[src/rtl/spdpid_pkg.sv]
// Shared types and constants for the segment speed controller.
// No dependencies.
package spdpid_pkg;

   typedef logic [2:0] csr_index_type;

   localparam csr_index_type CSR_CURVE_SPEED    = 3'd0;
   localparam csr_index_type CSR_STRAIGHT_SPEED = 3'd1;
   localparam csr_index_type CSR_PROP_GAIN      = 3'd2;
   localparam csr_index_type CSR_INTEG_GAIN     = 3'd3;
   localparam csr_index_type CSR_DERIV_GAIN     = 3'd4;

   localparam logic [7:0] CURVE_SPEED_RST    = 8'd48;
   localparam logic [7:0] STRAIGHT_SPEED_RST = 8'd63;
   localparam logic [7:0] PROP_GAIN_RST      = 8'd65;
   localparam logic [7:0] INTEG_GAIN_RST     = 8'd10;
   localparam logic [7:0] DERIV_GAIN_RST     = 8'd4;

   localparam logic [12:0] DUTY_MAX    = 13'd7000;
   localparam logic [12:0] BRAKE_START = 13'd4000;
   localparam logic [12:0] BRAKE_ENTRY = 13'd3200;
   localparam logic [12:0] BRAKE_RAMP  = 13'd2000;
   localparam logic [12:0] BRAKE_BASE  = 13'd1000;

   localparam logic signed [10:0] THR_ZERO = 11'sd0;
   localparam logic signed [10:0] THR_RAMP = 11'sd3;
   localparam logic signed [10:0] THR_BIG  = 11'sd10;
   localparam logic signed [10:0] THR_BASE = 11'sd6;

   localparam logic signed [10:0] DEFAULT_TARGET = 11'sd50;

   typedef struct packed {
      logic big_curve;
      logic curve_entry;
   } seg_flags_type;

   typedef struct packed {
      logic [8:0]  target_speed;
      logic        reverse;
      logic [12:0] brake_duty;
      logic        steer_gain_override;
   } seg_result_type;

endpackage

[src/rtl/spdpid_classify.sv]
// Segment classification and brake mode selection (combinational).
// Depends on spdpid_pkg.
module spdpid_classify (
   input  logic                       obstacle,
   input  logic [7:0]                 ramp_count,
   input  logic [7:0]                 straight_count,
   input  logic [7:0]                 global_curvature,
   input  logic signed [7:0]          lateral_offset,
   input  logic [7:0]                 curve_points,
   input  logic [7:0]                 near_curvature,
   input  logic [7:0]                 far_curvature,
   input  logic signed [9:0]          measured_speed,
   input  logic                       start_line,
   input  logic [7:0]                 setpoint,
   input  logic [7:0]                 curve_speed,
   input  logic [7:0]                 straight_speed,
   input  spdpid_pkg::seg_flags_type  flags_q,
   output spdpid_pkg::seg_flags_type  flags_next,
   output spdpid_pkg::seg_result_type result
);
   import spdpid_pkg::*;

   logic signed [10:0] cs_s;
   logic signed [10:0] meas_s;
   logic signed [10:0] setp_s;
   logic signed [10:0] over_speed;
   logic signed [10:0] tgt;
   logic signed [10:0] thr;
   logic               offset_small;
   logic               ramp_seen;
   logic               ramp_active;
   seg_flags_type      flags;

   assign cs_s         = $signed({3'b000, curve_speed});
   assign meas_s       = $signed({measured_speed[9], measured_speed});
   assign setp_s       = $signed({3'b000, setpoint});
   assign over_speed   = meas_s - setp_s;
   assign offset_small = (lateral_offset >= -8'sd18) && (lateral_offset <= 8'sd18);
   assign ramp_seen    = (ramp_count != 8'd0);
   assign ramp_active  = ramp_seen && (ramp_count < 8'd60);

   always_comb begin
      flags = flags_q;
      if (obstacle) begin
         tgt = cs_s - 11'sd4;
         flags.big_curve = 1'b0;
      end else if (ramp_active) begin
         tgt = cs_s;
         flags.big_curve = 1'b0;
      end else if (straight_count > 8'd30 && !ramp_seen) begin
         tgt = $signed({3'b000, straight_speed});
      end else if (straight_count > 8'd15 && straight_count < 8'd30 && !ramp_seen) begin
         tgt = cs_s + 11'sd5;
      end else if (global_curvature > 8'd10 && global_curvature <= 8'd25 && offset_small) begin
         tgt = cs_s;
         flags.big_curve = 1'b0;
      end else if (global_curvature > 8'd25 || !offset_small || curve_points > 8'd4) begin
         tgt = cs_s;
         flags.big_curve   = 1'b1;
         flags.curve_entry = 1'b0;
      end else begin
         tgt = DEFAULT_TARGET;
         flags.big_curve = 1'b0;
      end
      // straight running into a curve
      if (meas_s > cs_s + 11'sd4 && far_curvature > 8'd8 && near_curvature < 8'd5) begin
         tgt = cs_s - 11'sd3;
         flags.big_curve   = 1'b0;
         flags.curve_entry = 1'b1;
      end
   end

   always_comb begin
      result.steer_gain_override = 1'b0;
      if (start_line && meas_s > 11'sd3) begin
         result.brake_duty = BRAKE_START;
         thr = THR_ZERO;
         result.steer_gain_override = 1'b1;
      end else if (flags.curve_entry) begin
         result.brake_duty = BRAKE_ENTRY;
         thr = THR_ZERO;
      end else if (ramp_seen) begin
         result.brake_duty = BRAKE_RAMP;
         thr = THR_RAMP;
      end else if (flags.big_curve) begin
         result.brake_duty = BRAKE_BASE;
         thr = THR_BIG;
      end else begin
         result.brake_duty = BRAKE_BASE;
         thr = THR_BASE;
      end
      result.reverse      = (over_speed > thr);
      result.target_speed = tgt[10] ? 9'd0 : tgt[8:0];
   end

   assign flags_next = flags;

endmodule

[src/rtl/spdpid_pid.sv]
// Incremental PID: error history, registered gain products, duty sum and clamp.
// Depends on spdpid_pkg.
module spdpid_pid (
   input  logic              clock,
   input  logic              reset,
   input  logic              load,
   input  logic              commit,
   input  logic signed [9:0] measured_speed,
   input  logic [7:0]        setpoint,
   input  logic [7:0]        prop_gain,
   input  logic [7:0]        integ_gain,
   input  logic [7:0]        deriv_gain,
   output logic [12:0]       duty
);
   import spdpid_pkg::*;

   logic signed [10:0] err;
   logic signed [11:0] err_delta;
   logic signed [10:0] eh0_ff, eh1_ff, eh2_ff;
   logic signed [19:0] p_in, i_in, p_ff, i_ff;
   logic signed [20:0] d_in, d_ff;
   logic signed [22:0] acc;
   logic [12:0]        prev_duty_ff;

   assign err       = $signed({3'b000, setpoint}) - $signed({measured_speed[9], measured_speed});
   assign err_delta = $signed({err[10], err}) - $signed({eh2_ff[10], eh2_ff});
   assign p_in      = $signed({1'b0, prop_gain}) * err;
   assign i_in      = $signed({1'b0, integ_gain}) * eh0_ff;
   assign d_in      = $signed({1'b0, deriv_gain}) * err_delta;

   always_ff @(posedge clock) begin
      if (load) begin
         p_ff <= p_in;
         i_ff <= i_in;
         d_ff <= d_in;
      end
   end

   always_ff @(posedge clock) begin
      if (reset) begin
         eh0_ff <= '0;
         eh1_ff <= '0;
         eh2_ff <= '0;
      end else if (load) begin
         eh0_ff <= err;
         eh1_ff <= eh0_ff;
         eh2_ff <= eh1_ff;
      end
   end

   assign acc = $signed({10'b0, prev_duty_ff})
              + $signed({{3{p_ff[19]}}, p_ff})
              - $signed({{3{i_ff[19]}}, i_ff})
              + $signed({{2{d_ff[20]}}, d_ff});

   always_comb begin
      if (acc[22]) begin
         duty = 13'd0;
      end else if (acc > $signed({10'b0, DUTY_MAX})) begin
         duty = DUTY_MAX;
      end else begin
         duty = acc[12:0];
      end
   end

   always_ff @(posedge clock) begin
      if (reset) begin
         prev_duty_ff <= '0;
      end else if (commit) begin
         prev_duty_ff <= duty;
      end
   end

endmodule

[src/rtl/segment_speed_pid_with_brake.sv]
// Top level of the segment-aware motor speed controller with brake.
// Depends on spdpid_pkg, spdpid_classify and spdpid_pid.
//
// Usage:
//   Request channel (req_*): one control tick of road features and speeds,
//   transferred when req_valid is high and req_stall is low.
//   Response channel (rsp_*): one result per tick (target speed, direction,
//   duty, steering override), transferred when rsp_valid is high and
//   rsp_stall is low. Results leave in request order.
//   Configuration (csr_*): csr_write with csr_index/csr_data writes one
//   register; write only while no tick is in flight.
// Pipeline: a tick passes the input register, the gain product register and
// the result register in that order; rsp_valid rises when the result
// register is loaded.
// Throughput: one tick per cycle while no response stall holds the pipeline;
// the previous-duty feedback closes through the combinational sum and clamp.
// Reset: synchronous; clears the pipeline, the segment flags, the error
// history and previous duty, and loads the register defaults.
// Stall: a stalled response holds; the pipeline keeps filling and req_stall
// rises only once all three stages hold a tick.
module segment_speed_pid_with_brake (
   input  logic                      clock,
   input  logic                      reset,
   input  logic                      csr_write,
   input  spdpid_pkg::csr_index_type csr_index,
   input  logic [7:0]                csr_data,
   input  logic                      req_valid,
   output logic                      req_stall,
   input  logic                      req_obstacle,
   input  logic [7:0]                req_ramp_count,
   input  logic [7:0]                req_straight_count,
   input  logic [7:0]                req_global_curvature,
   input  logic signed [7:0]         req_lateral_offset,
   input  logic [7:0]                req_curve_points,
   input  logic [7:0]                req_near_curvature,
   input  logic [7:0]                req_far_curvature,
   input  logic signed [9:0]         req_measured_speed,
   input  logic                      req_start_line,
   input  logic [7:0]                req_setpoint,
   output logic                      rsp_valid,
   input  logic                      rsp_stall,
   output logic [8:0]                rsp_target_speed,
   output logic                      rsp_reverse,
   output logic [12:0]               rsp_duty,
   output logic                      rsp_steer_gain_override
);
   import spdpid_pkg::*;

   logic [7:0] curve_speed_ff, straight_speed_ff, prop_gain_ff, integ_gain_ff, deriv_gain_ff;

   logic               valid_a_ff, valid_a_in;
   logic               obstacle_ff;
   logic [7:0]         ramp_count_ff, straight_count_ff, global_curvature_ff;
   logic signed [7:0]  lateral_offset_ff;
   logic [7:0]         curve_points_ff, near_curvature_ff, far_curvature_ff;
   logic signed [9:0]  measured_speed_ff;
   logic               start_line_ff;
   logic [7:0]         setpoint_ff;

   logic               valid_b_ff, valid_b_in;
   seg_result_type     seg_b_ff;
   seg_result_type     seg_res;
   seg_flags_type      flags_ff, flags_in;

   logic               rsp_valid_ff, rsp_valid_in;
   logic [8:0]         rsp_target_speed_ff;
   logic               rsp_reverse_ff;
   logic [12:0]        rsp_duty_ff;
   logic               rsp_override_ff;

   logic               out_free, move_b, b_free, move_a, a_free, take;
   logic [12:0]        pid_duty;

   assign out_free   = !rsp_valid_ff || !rsp_stall;
   assign move_b     = valid_b_ff && out_free;
   assign b_free     = !valid_b_ff || move_b;
   assign move_a     = valid_a_ff && b_free;
   assign a_free     = !valid_a_ff || move_a;
   assign req_stall  = !a_free;
   assign take       = req_valid && a_free;

   assign valid_a_in   = take || (valid_a_ff && !move_a);
   assign valid_b_in   = move_a || (valid_b_ff && !move_b);
   assign rsp_valid_in = move_b || (rsp_valid_ff && rsp_stall);

   always_ff @(posedge clock) begin
      if (reset) begin
         curve_speed_ff    <= CURVE_SPEED_RST;
         straight_speed_ff <= STRAIGHT_SPEED_RST;
         prop_gain_ff      <= PROP_GAIN_RST;
         integ_gain_ff     <= INTEG_GAIN_RST;
         deriv_gain_ff     <= DERIV_GAIN_RST;
      end else if (csr_write) begin
         case (csr_index)
            CSR_CURVE_SPEED:    curve_speed_ff    <= csr_data;
            CSR_STRAIGHT_SPEED: straight_speed_ff <= csr_data;
            CSR_PROP_GAIN:      prop_gain_ff      <= csr_data;
            CSR_INTEG_GAIN:     integ_gain_ff     <= csr_data;
            CSR_DERIV_GAIN:     deriv_gain_ff     <= csr_data;
            default: ;
         endcase
      end
   end

   always_ff @(posedge clock) begin
      if (reset) begin
         valid_a_ff   <= 1'b0;
         valid_b_ff   <= 1'b0;
         rsp_valid_ff <= 1'b0;
         flags_ff     <= '0;
      end else begin
         valid_a_ff   <= valid_a_in;
         valid_b_ff   <= valid_b_in;
         rsp_valid_ff <= rsp_valid_in;
         if (move_a) begin
            flags_ff <= flags_in;
         end
      end
   end

   always_ff @(posedge clock) begin
      if (take) begin
         obstacle_ff         <= req_obstacle;
         ramp_count_ff       <= req_ramp_count;
         straight_count_ff   <= req_straight_count;
         global_curvature_ff <= req_global_curvature;
         lateral_offset_ff   <= req_lateral_offset;
         curve_points_ff     <= req_curve_points;
         near_curvature_ff   <= req_near_curvature;
         far_curvature_ff    <= req_far_curvature;
         measured_speed_ff   <= req_measured_speed;
         start_line_ff       <= req_start_line;
         setpoint_ff         <= req_setpoint;
      end
      if (move_a) begin
         seg_b_ff <= seg_res;
      end
      if (move_b) begin
         rsp_target_speed_ff <= seg_b_ff.target_speed;
         rsp_reverse_ff      <= seg_b_ff.reverse;
         rsp_duty_ff         <= seg_b_ff.reverse ? seg_b_ff.brake_duty : pid_duty;
         rsp_override_ff     <= seg_b_ff.steer_gain_override;
      end
   end

   spdpid_classify u_classify (
      .obstacle         (obstacle_ff),
      .ramp_count       (ramp_count_ff),
      .straight_count   (straight_count_ff),
      .global_curvature (global_curvature_ff),
      .lateral_offset   (lateral_offset_ff),
      .curve_points     (curve_points_ff),
      .near_curvature   (near_curvature_ff),
      .far_curvature    (far_curvature_ff),
      .measured_speed   (measured_speed_ff),
      .start_line       (start_line_ff),
      .setpoint         (setpoint_ff),
      .curve_speed      (curve_speed_ff),
      .straight_speed   (straight_speed_ff),
      .flags_q          (flags_ff),
      .flags_next       (flags_in),
      .result           (seg_res)
   );

   spdpid_pid u_pid (
      .clock          (clock),
      .reset          (reset),
      .load           (move_a),
      .commit         (move_b),
      .measured_speed (measured_speed_ff),
      .setpoint       (setpoint_ff),
      .prop_gain      (prop_gain_ff),
      .integ_gain     (integ_gain_ff),
      .deriv_gain     (deriv_gain_ff),
      .duty           (pid_duty)
   );

   assign rsp_valid               = rsp_valid_ff;
   assign rsp_target_speed        = rsp_target_speed_ff;
   assign rsp_reverse             = rsp_reverse_ff;
   assign rsp_duty                = rsp_duty_ff;
   assign rsp_steer_gain_override = rsp_override_ff;

`ifndef SYNTH
   a_stall_only_full: assert property (@(posedge clock) disable iff (reset)
      req_stall |-> (valid_a_ff && valid_b_ff && rsp_valid_ff && rsp_stall))
      else $error("request stalled with room in the pipeline");

   a_fwd_duty_clamped: assert property (@(posedge clock) disable iff (reset)
      (rsp_valid_ff && !rsp_reverse_ff) |-> (rsp_duty_ff <= DUTY_MAX))
      else $error("forward duty above limit");

   a_brake_duty_code: assert property (@(posedge clock) disable iff (reset)
      (rsp_valid_ff && rsp_reverse_ff) |-> (rsp_duty_ff == BRAKE_START ||
         rsp_duty_ff == BRAKE_ENTRY || rsp_duty_ff == BRAKE_RAMP ||
         rsp_duty_ff == BRAKE_BASE))
      else $error("brake duty not a brake level");

   a_reset_clears: assert property (@(posedge clock)
      reset |=> (!rsp_valid_ff && !valid_a_ff && !valid_b_ff))
      else $error("pipeline not empty after reset");
`endif

endmodule
[config.mk]
export PLATFORM = sky130hd
export DESIGN_NAME = segment_speed_pid_with_brake
export DESIGN_NICKNAME = d
export VERILOG_FILES = /design/src/rtl/spdpid_pkg.sv /design/src/rtl/spdpid_classify.sv /design/src/rtl/spdpid_pid.sv /design/src/rtl/segment_speed_pid_with_brake.sv
export SDC_FILE = /design/constraint.sdc
export NUM_CORES = 1
export LEC_CHECK = 0
export ABC_CLOCK_PERIOD_IN_PS = 15100
export BUFFER_PORTS_ARGS = -buffer_cell sky130_fd_sc_hd__buf_4
export CAP_MARGIN = 30
export CORE_UTILIZATION = 40
export CTS_CLUSTER_DIAMETER = 150
export DETAILED_ROUTE_END_ITERATION = 12
export SLEW_MARGIN = 30
export SYNTH_ARGS = -nofsm -noshare
export SYNTH_HDL_FRONTEND = slang
export SYNTH_SLANG_ARGS = --single-unit
[constraint.sdc]
create_clock -name clock -period 15.1 [get_ports clock]
set_input_delay 3.02 -clock clock [delete_from_list [all_inputs] [get_ports clock]]
set_output_delay 3.02 -clock clock [all_outputs]
set_load 0.01 [all_outputs]
* After elaboration in Yosys (flattened, before gate mapping) *
Cells that the tools add are included.

word-level totals
  register bits = 275
  bits of input ports = 92
  output and inout port bits = 26
  word-level logic and storage cells = 139

cells by class
  add/subtract/negate cells = 10
  multipliers = 3
  $lt $le $gt $ge = 16
  eq/ne operators = 4
  mux-type cells = 28
  reductions and logical operators = 41

operators by type and width
  kind                                                              number
  two-way mux 11 bit                                                10
  multiplier 9 x 11 -> 20 bit                                       2
  two-way mux 13 bit                                                3
  greater-than comparator 8 x 4 -> 1 bit (second input constant)    3
  adder 23 x 21 -> 23 bit                                           1
  greater-than comparator 23 x 14 -> 1 bit (second input constant)  1
  subtractor 21 x 20 -> 22 bit                                      1
  adder 14 x 20 -> 21 bit                                           1
  multiplier 9 x 12 -> 21 bit                                       1
  adder 8 x 3 -> 9 bit (second input constant)                      2
  greater-than comparator 8 x 5 -> 1 bit (second input constant)    2
  logical AND 1 bit                                                 16
  subtractor 11 x 11 -> 12 bit                                      1
  greater-than comparator 11 bit                                    1
  subtractor 10 x 9 -> 11 bit                                       1
  subtractor 9 x 10 -> 11 bit                                       1
  greater-than comparator 10 bit                                    1
  greater-than comparator 10 x 3 -> 1 bit (second input constant)   1
  two-way mux 10 bit                                                1
  AND reduction 2 bit                                               5
  logical NOT 1 bit                                                 9
  two-way mux 1 bit                                                 9
  subtractor 8 x 2 -> 9 bit (second input constant)                 1
  subtractor 8 x 3 -> 9 bit (second input constant)                 1
  other kinds (17)                                                  27

* Depth between registers and ports, before layout *
  word-level depth = 17
  depth in mapped cells = 34
  depth with buffers taken out = 33

* By module *
A second synthesis with hierarchy kept.

unflattened totals
  cell total of the unflattened synthesis = 2449
  area total of the unflattened synthesis = 24476.0 µm²

by module, submodules not included
  module                        times used  cells each  area each (µm²)
  spdpid_pid                    1           1860        16952.5
  segment_speed_pid_with_brake  1           299         5576.6
  spdpid_classify               1           290         1946.9

* Worst setup path after synthesis *
No wires, ideal clock.

  path kind = reg-to-reg
  start = reg setpoint_ff[0]
  end = reg u_pid.d_ff[19] (data pin)
  arrival time = 7.062 ns
  required time = 14.838 ns
  slack = 7.776 ns
  stages on the path, launching flop included = 33
  buffers on the path = 2
  cells stage by stage = edfxtp_1 inv_1 ha_1 inv_1 fa_1 a21o_1 a21oi_1 o21ai_0 a21oi_1 o21bai_1 a21oi_1 xnor2_1 ha_1 clkbuf_1 o21ai_0 a21oi_1 o21ai_0 clkbuf_1 nand2_1 fa_1 fa_1 inv_1 fa_1 inv_1 fa_1 inv_1 ha_1 or3_1 or3_1 nand2_1 o2111a_1 o21bai_1 xor2_1

on the way
  longest elaborated chain between the ends = 3

RTL lines
  element                       line                                 text
  start: declaration            segment_speed_pid_with_brake.sv:58   logic [7:0] setpoint_ff;
  start signal: assignment      segment_speed_pid_with_brake.sv:133  setpoint_ff <= req_setpoint;
  subtractor 9 x 10 -> 11 bit   spdpid_pid.sv:25                     assign err = $signed({3'b000, setpoint}) - $signed({measured_speed[9], measured_speed});
  named net u_pid.err[8]        spdpid_pid.sv:17                     logic signed [10:0] err;
  subtractor 11 x 11 -> 12 bit  spdpid_pid.sv:26                     assign err_delta = $signed({err[10], err}) - $signed({eh2_ff[10], eh2_ff});
  multiplier 9 x 12 -> 21 bit   spdpid_pid.sv:29                     assign d_in = $signed({1'b0, deriv_gain}) * err_delta;
  named net u_pid.d_in[19]      spdpid_pid.sv:21                     logic signed [20:0] d_in, d_ff;
  end signal: assignment        spdpid_pid.sv:35                     d_ff <= d_in;
  end: declaration              spdpid_pid.sv:21

The timed path passes the listed nets, and every way through them passes these cells.
A chain may end at the register's enable or synchronous reset.

* Worst setup path in the final report *
  start = reg measured_speed_ff[1]
  end = reg u_pid.d_ff[19] (data pin)

on the way
  longest elaborated chain between the ends = 3

RTL lines
  element                       line                                 text
  start: declaration            segment_speed_pid_with_brake.sv:56   logic signed [9:0] measured_speed_ff;
  start signal: assignment      segment_speed_pid_with_brake.sv:131  measured_speed_ff <= req_measured_speed;
  subtractor 9 x 10 -> 11 bit   spdpid_pid.sv:25
  named net u_pid.err[9]        spdpid_pid.sv:17
  subtractor 11 x 11 -> 12 bit  spdpid_pid.sv:26
  multiplier 9 x 12 -> 21 bit   spdpid_pid.sv:29
  named net u_pid.d_in[19]      spdpid_pid.sv:21

The timed path passes the listed nets, and every way through them passes these cells.

==> impl_metrics.py <==
metrics = {
    "clock_network": {
        "clock_buffer_count_from_cts": 34,
        "h-tree-depth": 2,
        "ctsHoldBuffers": 0,
        "clock_insertion_delay_worst_skew_ps": 550,
        "clk_root_buffer_cell": "clkbuf_16",
        "post-cts-setup-buffer-count": 0,
        "tritoncts": "built",
        "clock_sink_count": 270,
        "post_cts.resized_instances": 0,
        "clk_pin_slew_ps": 60,
        "cts-root-to-sink-buffers": 3,
    },
    "yosys": {
        "ys_dominant_reg_cell": "edfxtp_1",
        "postSynthCellCount": 2568,
        "synthDistinctLibCells": 73,
        "synth-async-reset-ratio": 0,
        "yosys-top-cells-area": "edfxtp_1, fa_1, ha_1, dfxtp_1, inv_1",
        "avgSynthCellArea_um2": 9.43,
        "synth_edf_count": 179,
        "yosysWarnings": 0,
        "netlist_area_pre_place_um2": 24200,
        "post_synth_most_frequent_cells": "inv_1, nand2_1, fa_1",
        "synth.top_cell.area_share": 0.222,
        "dominant_cell_by_count_in_the_synthesized_netlist": "inv_1",
        "synth-seq-cells": 270,
        "synth.largest_area_cell": "edfxtp_1",
        "synthesis.nets": 3119,
        "share_of_synthesized_area_occupied_by_flip_flops_and_latches": 0.297,
    },
    "sta": {
        "tightest_slew_ps": 989,
        "timing.fmax_mhz": 118,
        "finalSetupViolations": 0,
        "remaining_max_slew_budget_at_the_tightest_pin": 0.336,
        "final_skew_ps": 21.3,
        "fin_tns_setup_ps": 0,
        "period_needed_ps": 8450,
        "hold_viol": 0,
        "finalMaxSlewViolations": 0,
        "setup_repair_after_global_routing_missed_its_margin": "no",
        "layout_worst_path_cycle_share": 0.560,
    },
    "critical_path": {
        "r2r_start": "measured_speed_ff[1]",
        "cpPeakStageDelay_ps": 660,
        "worst-r2r-cell-count": 33,
        "crit_path_frequent_cell": "inv_1",
        "worst-path-max-fanout": 9,
        "start_kind": "register",
        "critical_path_required_ps": 15380,
        "slowest_stage": "xnor2_1",
        "rrSetupSlack_ps": 6650,
        "worstReg2RegEnd": "u_pid.d_ff[19]",
        "worstSetupStartpoint": "measured_speed_ff[1]",
        "critPathKind": "register to register",
        "critical_path_arrival_ps": 8730,
        "critical_path.endpoint_type": "register",
    },
    "power_and_ir_drop": {
        "ir_drop_v": 0.000121,
        "cellLeakagePower_nw": 12.2,
        "cellPowerDensity_nw_per_um2": 143,
    },
    "global_routing": {
        "grt_start_max_net_pins": 87,
        "grt_pass1_wl_um": 95700,
        "grt_remaining_overflow": 0,
        "antenna_violations_before_repair": 1,
        "global_route.usage.total": 0.196,
        "first_global_vias": 18600,
    },
    "route": {
        "route.detailed.vias_per_inst": 5.18,
        "detail_route.iter0.violations": 1111,
        "drcViolationCount": 0,
        "num_vias": 17900,
        "wire_per_inst_um": 17.0,
        "totalWireLength_um": 58500,
        "final_antenna_net_count": 0,
        "detailedRoute.firstPassIterationCount": 6,
    },
    "floorplan": {
        "die_w_um": 248,
        "fp.dieArea_um2": 61600,
        "design.core.area_um2": 59500,
        "initial_core_util": 0.407,
        "die_height_um": 248,
        "core.rowCount": 89,
        "floorplan.io_pins": 118,
    },
    "placement": {
        "place_hpwl_um": 46900,
        "port-buffer-count": 117,
        "gpl_congestion": 0.877,
    },
    "min_path": {
        "hold_start": "seg_b_ff[0]",
        "timing.hold.worst_path_depth": 0,
        "hp-class": "register to register",
        "min_delay_worst_endpoint": "rsp_steer_gain_override",
    },
    "final_layout": {
        "insertedDiodeCount": 0,
        "areaGrowthSynthToFinish_pct": 11.8,
        "utilization_after_layout": 0.455,
        "nNetsFinal": 3201,
        "post_route_cells_drive_above_1_share": 0.0729,
    },
    "flow_run": {
        "drv_cap": 0,
    },
    "outcome": {
        "run_status": "finished, final reports clean",
    },
}
critical path, delay by kind of cell, from the launching register on:
family	cells	cell delay, ps
fa+ha+maj	7	2850
compound gates	12	2270
simple gates	7	1330
xor+xnor	2	820
buf+inv	5	480
flops	1	440
power breakdown:
| part | total (W) | switching (W) | leakage (nW) | internal (W) |
|---|---|---|---|---|
| Combinational | 0.00206 | 0.00127 | 9.23 | 0.000793 |
| Sequential | 0.000941 | 0.0000512 | 2.44 | 0.000889 |
| Clock | 0.000870 | 0.000337 | 0.574 | 0.000533 |
| Total | 0.00387 | 0.00165 | 12.2 | 0.00222 |
how the worst max path moves through the flow:
stage / to
2_1_floorplan: u_pid.d_ff[19]
3_3_place_gp: u_pid.d_ff[19]
3_5_place_dp: u_pid.d_ff[19]
4_1_cts: u_pid.d_ff[19]
5_1_grt: u_pid.d_ff[20]
6_report: u_pid.d_ff[19]
per-layer routing:
metal  routed length, um  GRT usage  up-vias
met4                1310     0.0552        0
met3                2690     0.0270       83
met2               28300      0.342      434
met1               26200      0.254     8750
met5                   0          0        -
li1                    -          -     8593
sequential cells by signal (all words and copies together) (netlist names), 9 cells and up:
name,count
measured_speed_ff,10
rsp_duty,13
rsp_target_speed,9
seg_b_ff,18
u_pid.d_ff,21
u_pid.eh0_ff,11
u_pid.eh1_ff,11
u_pid.eh2_ff,11
u_pid.i_ff,20
u_pid.p_ff,20
u_pid.prev_duty_ff,13
logic make-up (layout without fill, tap and decap cells):
logic type / count (synthesis) / in the layout / synth area share
mux: 5 / 5 / 0.00207
simple gates: 798 / 798 / 0.161
fa+ha+maj: 459 / 459 / 0.311
flops: 270 / 270 / 0.297
buf+inv: 514 / 622 / 0.0803
compound gates: 412 / 412 / 0.109
xor+xnor: 110 / 110 / 0.0398
cell type report:
| cell class | instances | area, um^2 |
|---|---|---|
| Clock buffer | 44 | 941 |
| Clock inverter | 18 | 260 |
| Fill cell | 5697 | 32400 |
| Inverter | 436 | 1640 |
| Multi-Input combinational cell | 1784 | 15100 |
| Sequential cell | 270 | 7200 |
| Tap cell | 773 | 967 |
| Timing Repair Buffer | 124 | 958 |
metrics by stage:
stage	setup slack (ps)	hold slack [ps]	cells	total power (W)	instance area (um^2)
after floorplan	7780	400	2568	0.00249	24200
after global placement	6650	410	3385	0.00295	25800
after detailed placement	6720	414	3386	0.00299	25900
after global routing	5990	421	3449	0.00418	27100
final	6650	422	3449	0.00387	27100
after CTS	6680	424	3448	0.00388	27100
placed cells by master, fill, tap and decap left out, types with 25 or more instances in the layout:
cell         n
nand3_1     37
a21oi_1    147
inv_1      435
o21ai_0     79
clkbuf_16   36
a211oi_1    25
buf_4      121
and2_1     157
ha_1       221
dfxtp_1     91
nor3_1      41
nand2_1    310
fa_1       238
edfxtp_1   179
xor2_1      27
nor2_1     107
nor2b_1     50
xnor2_1     83
Note: power is estimated with default switching activity, not from simulation.
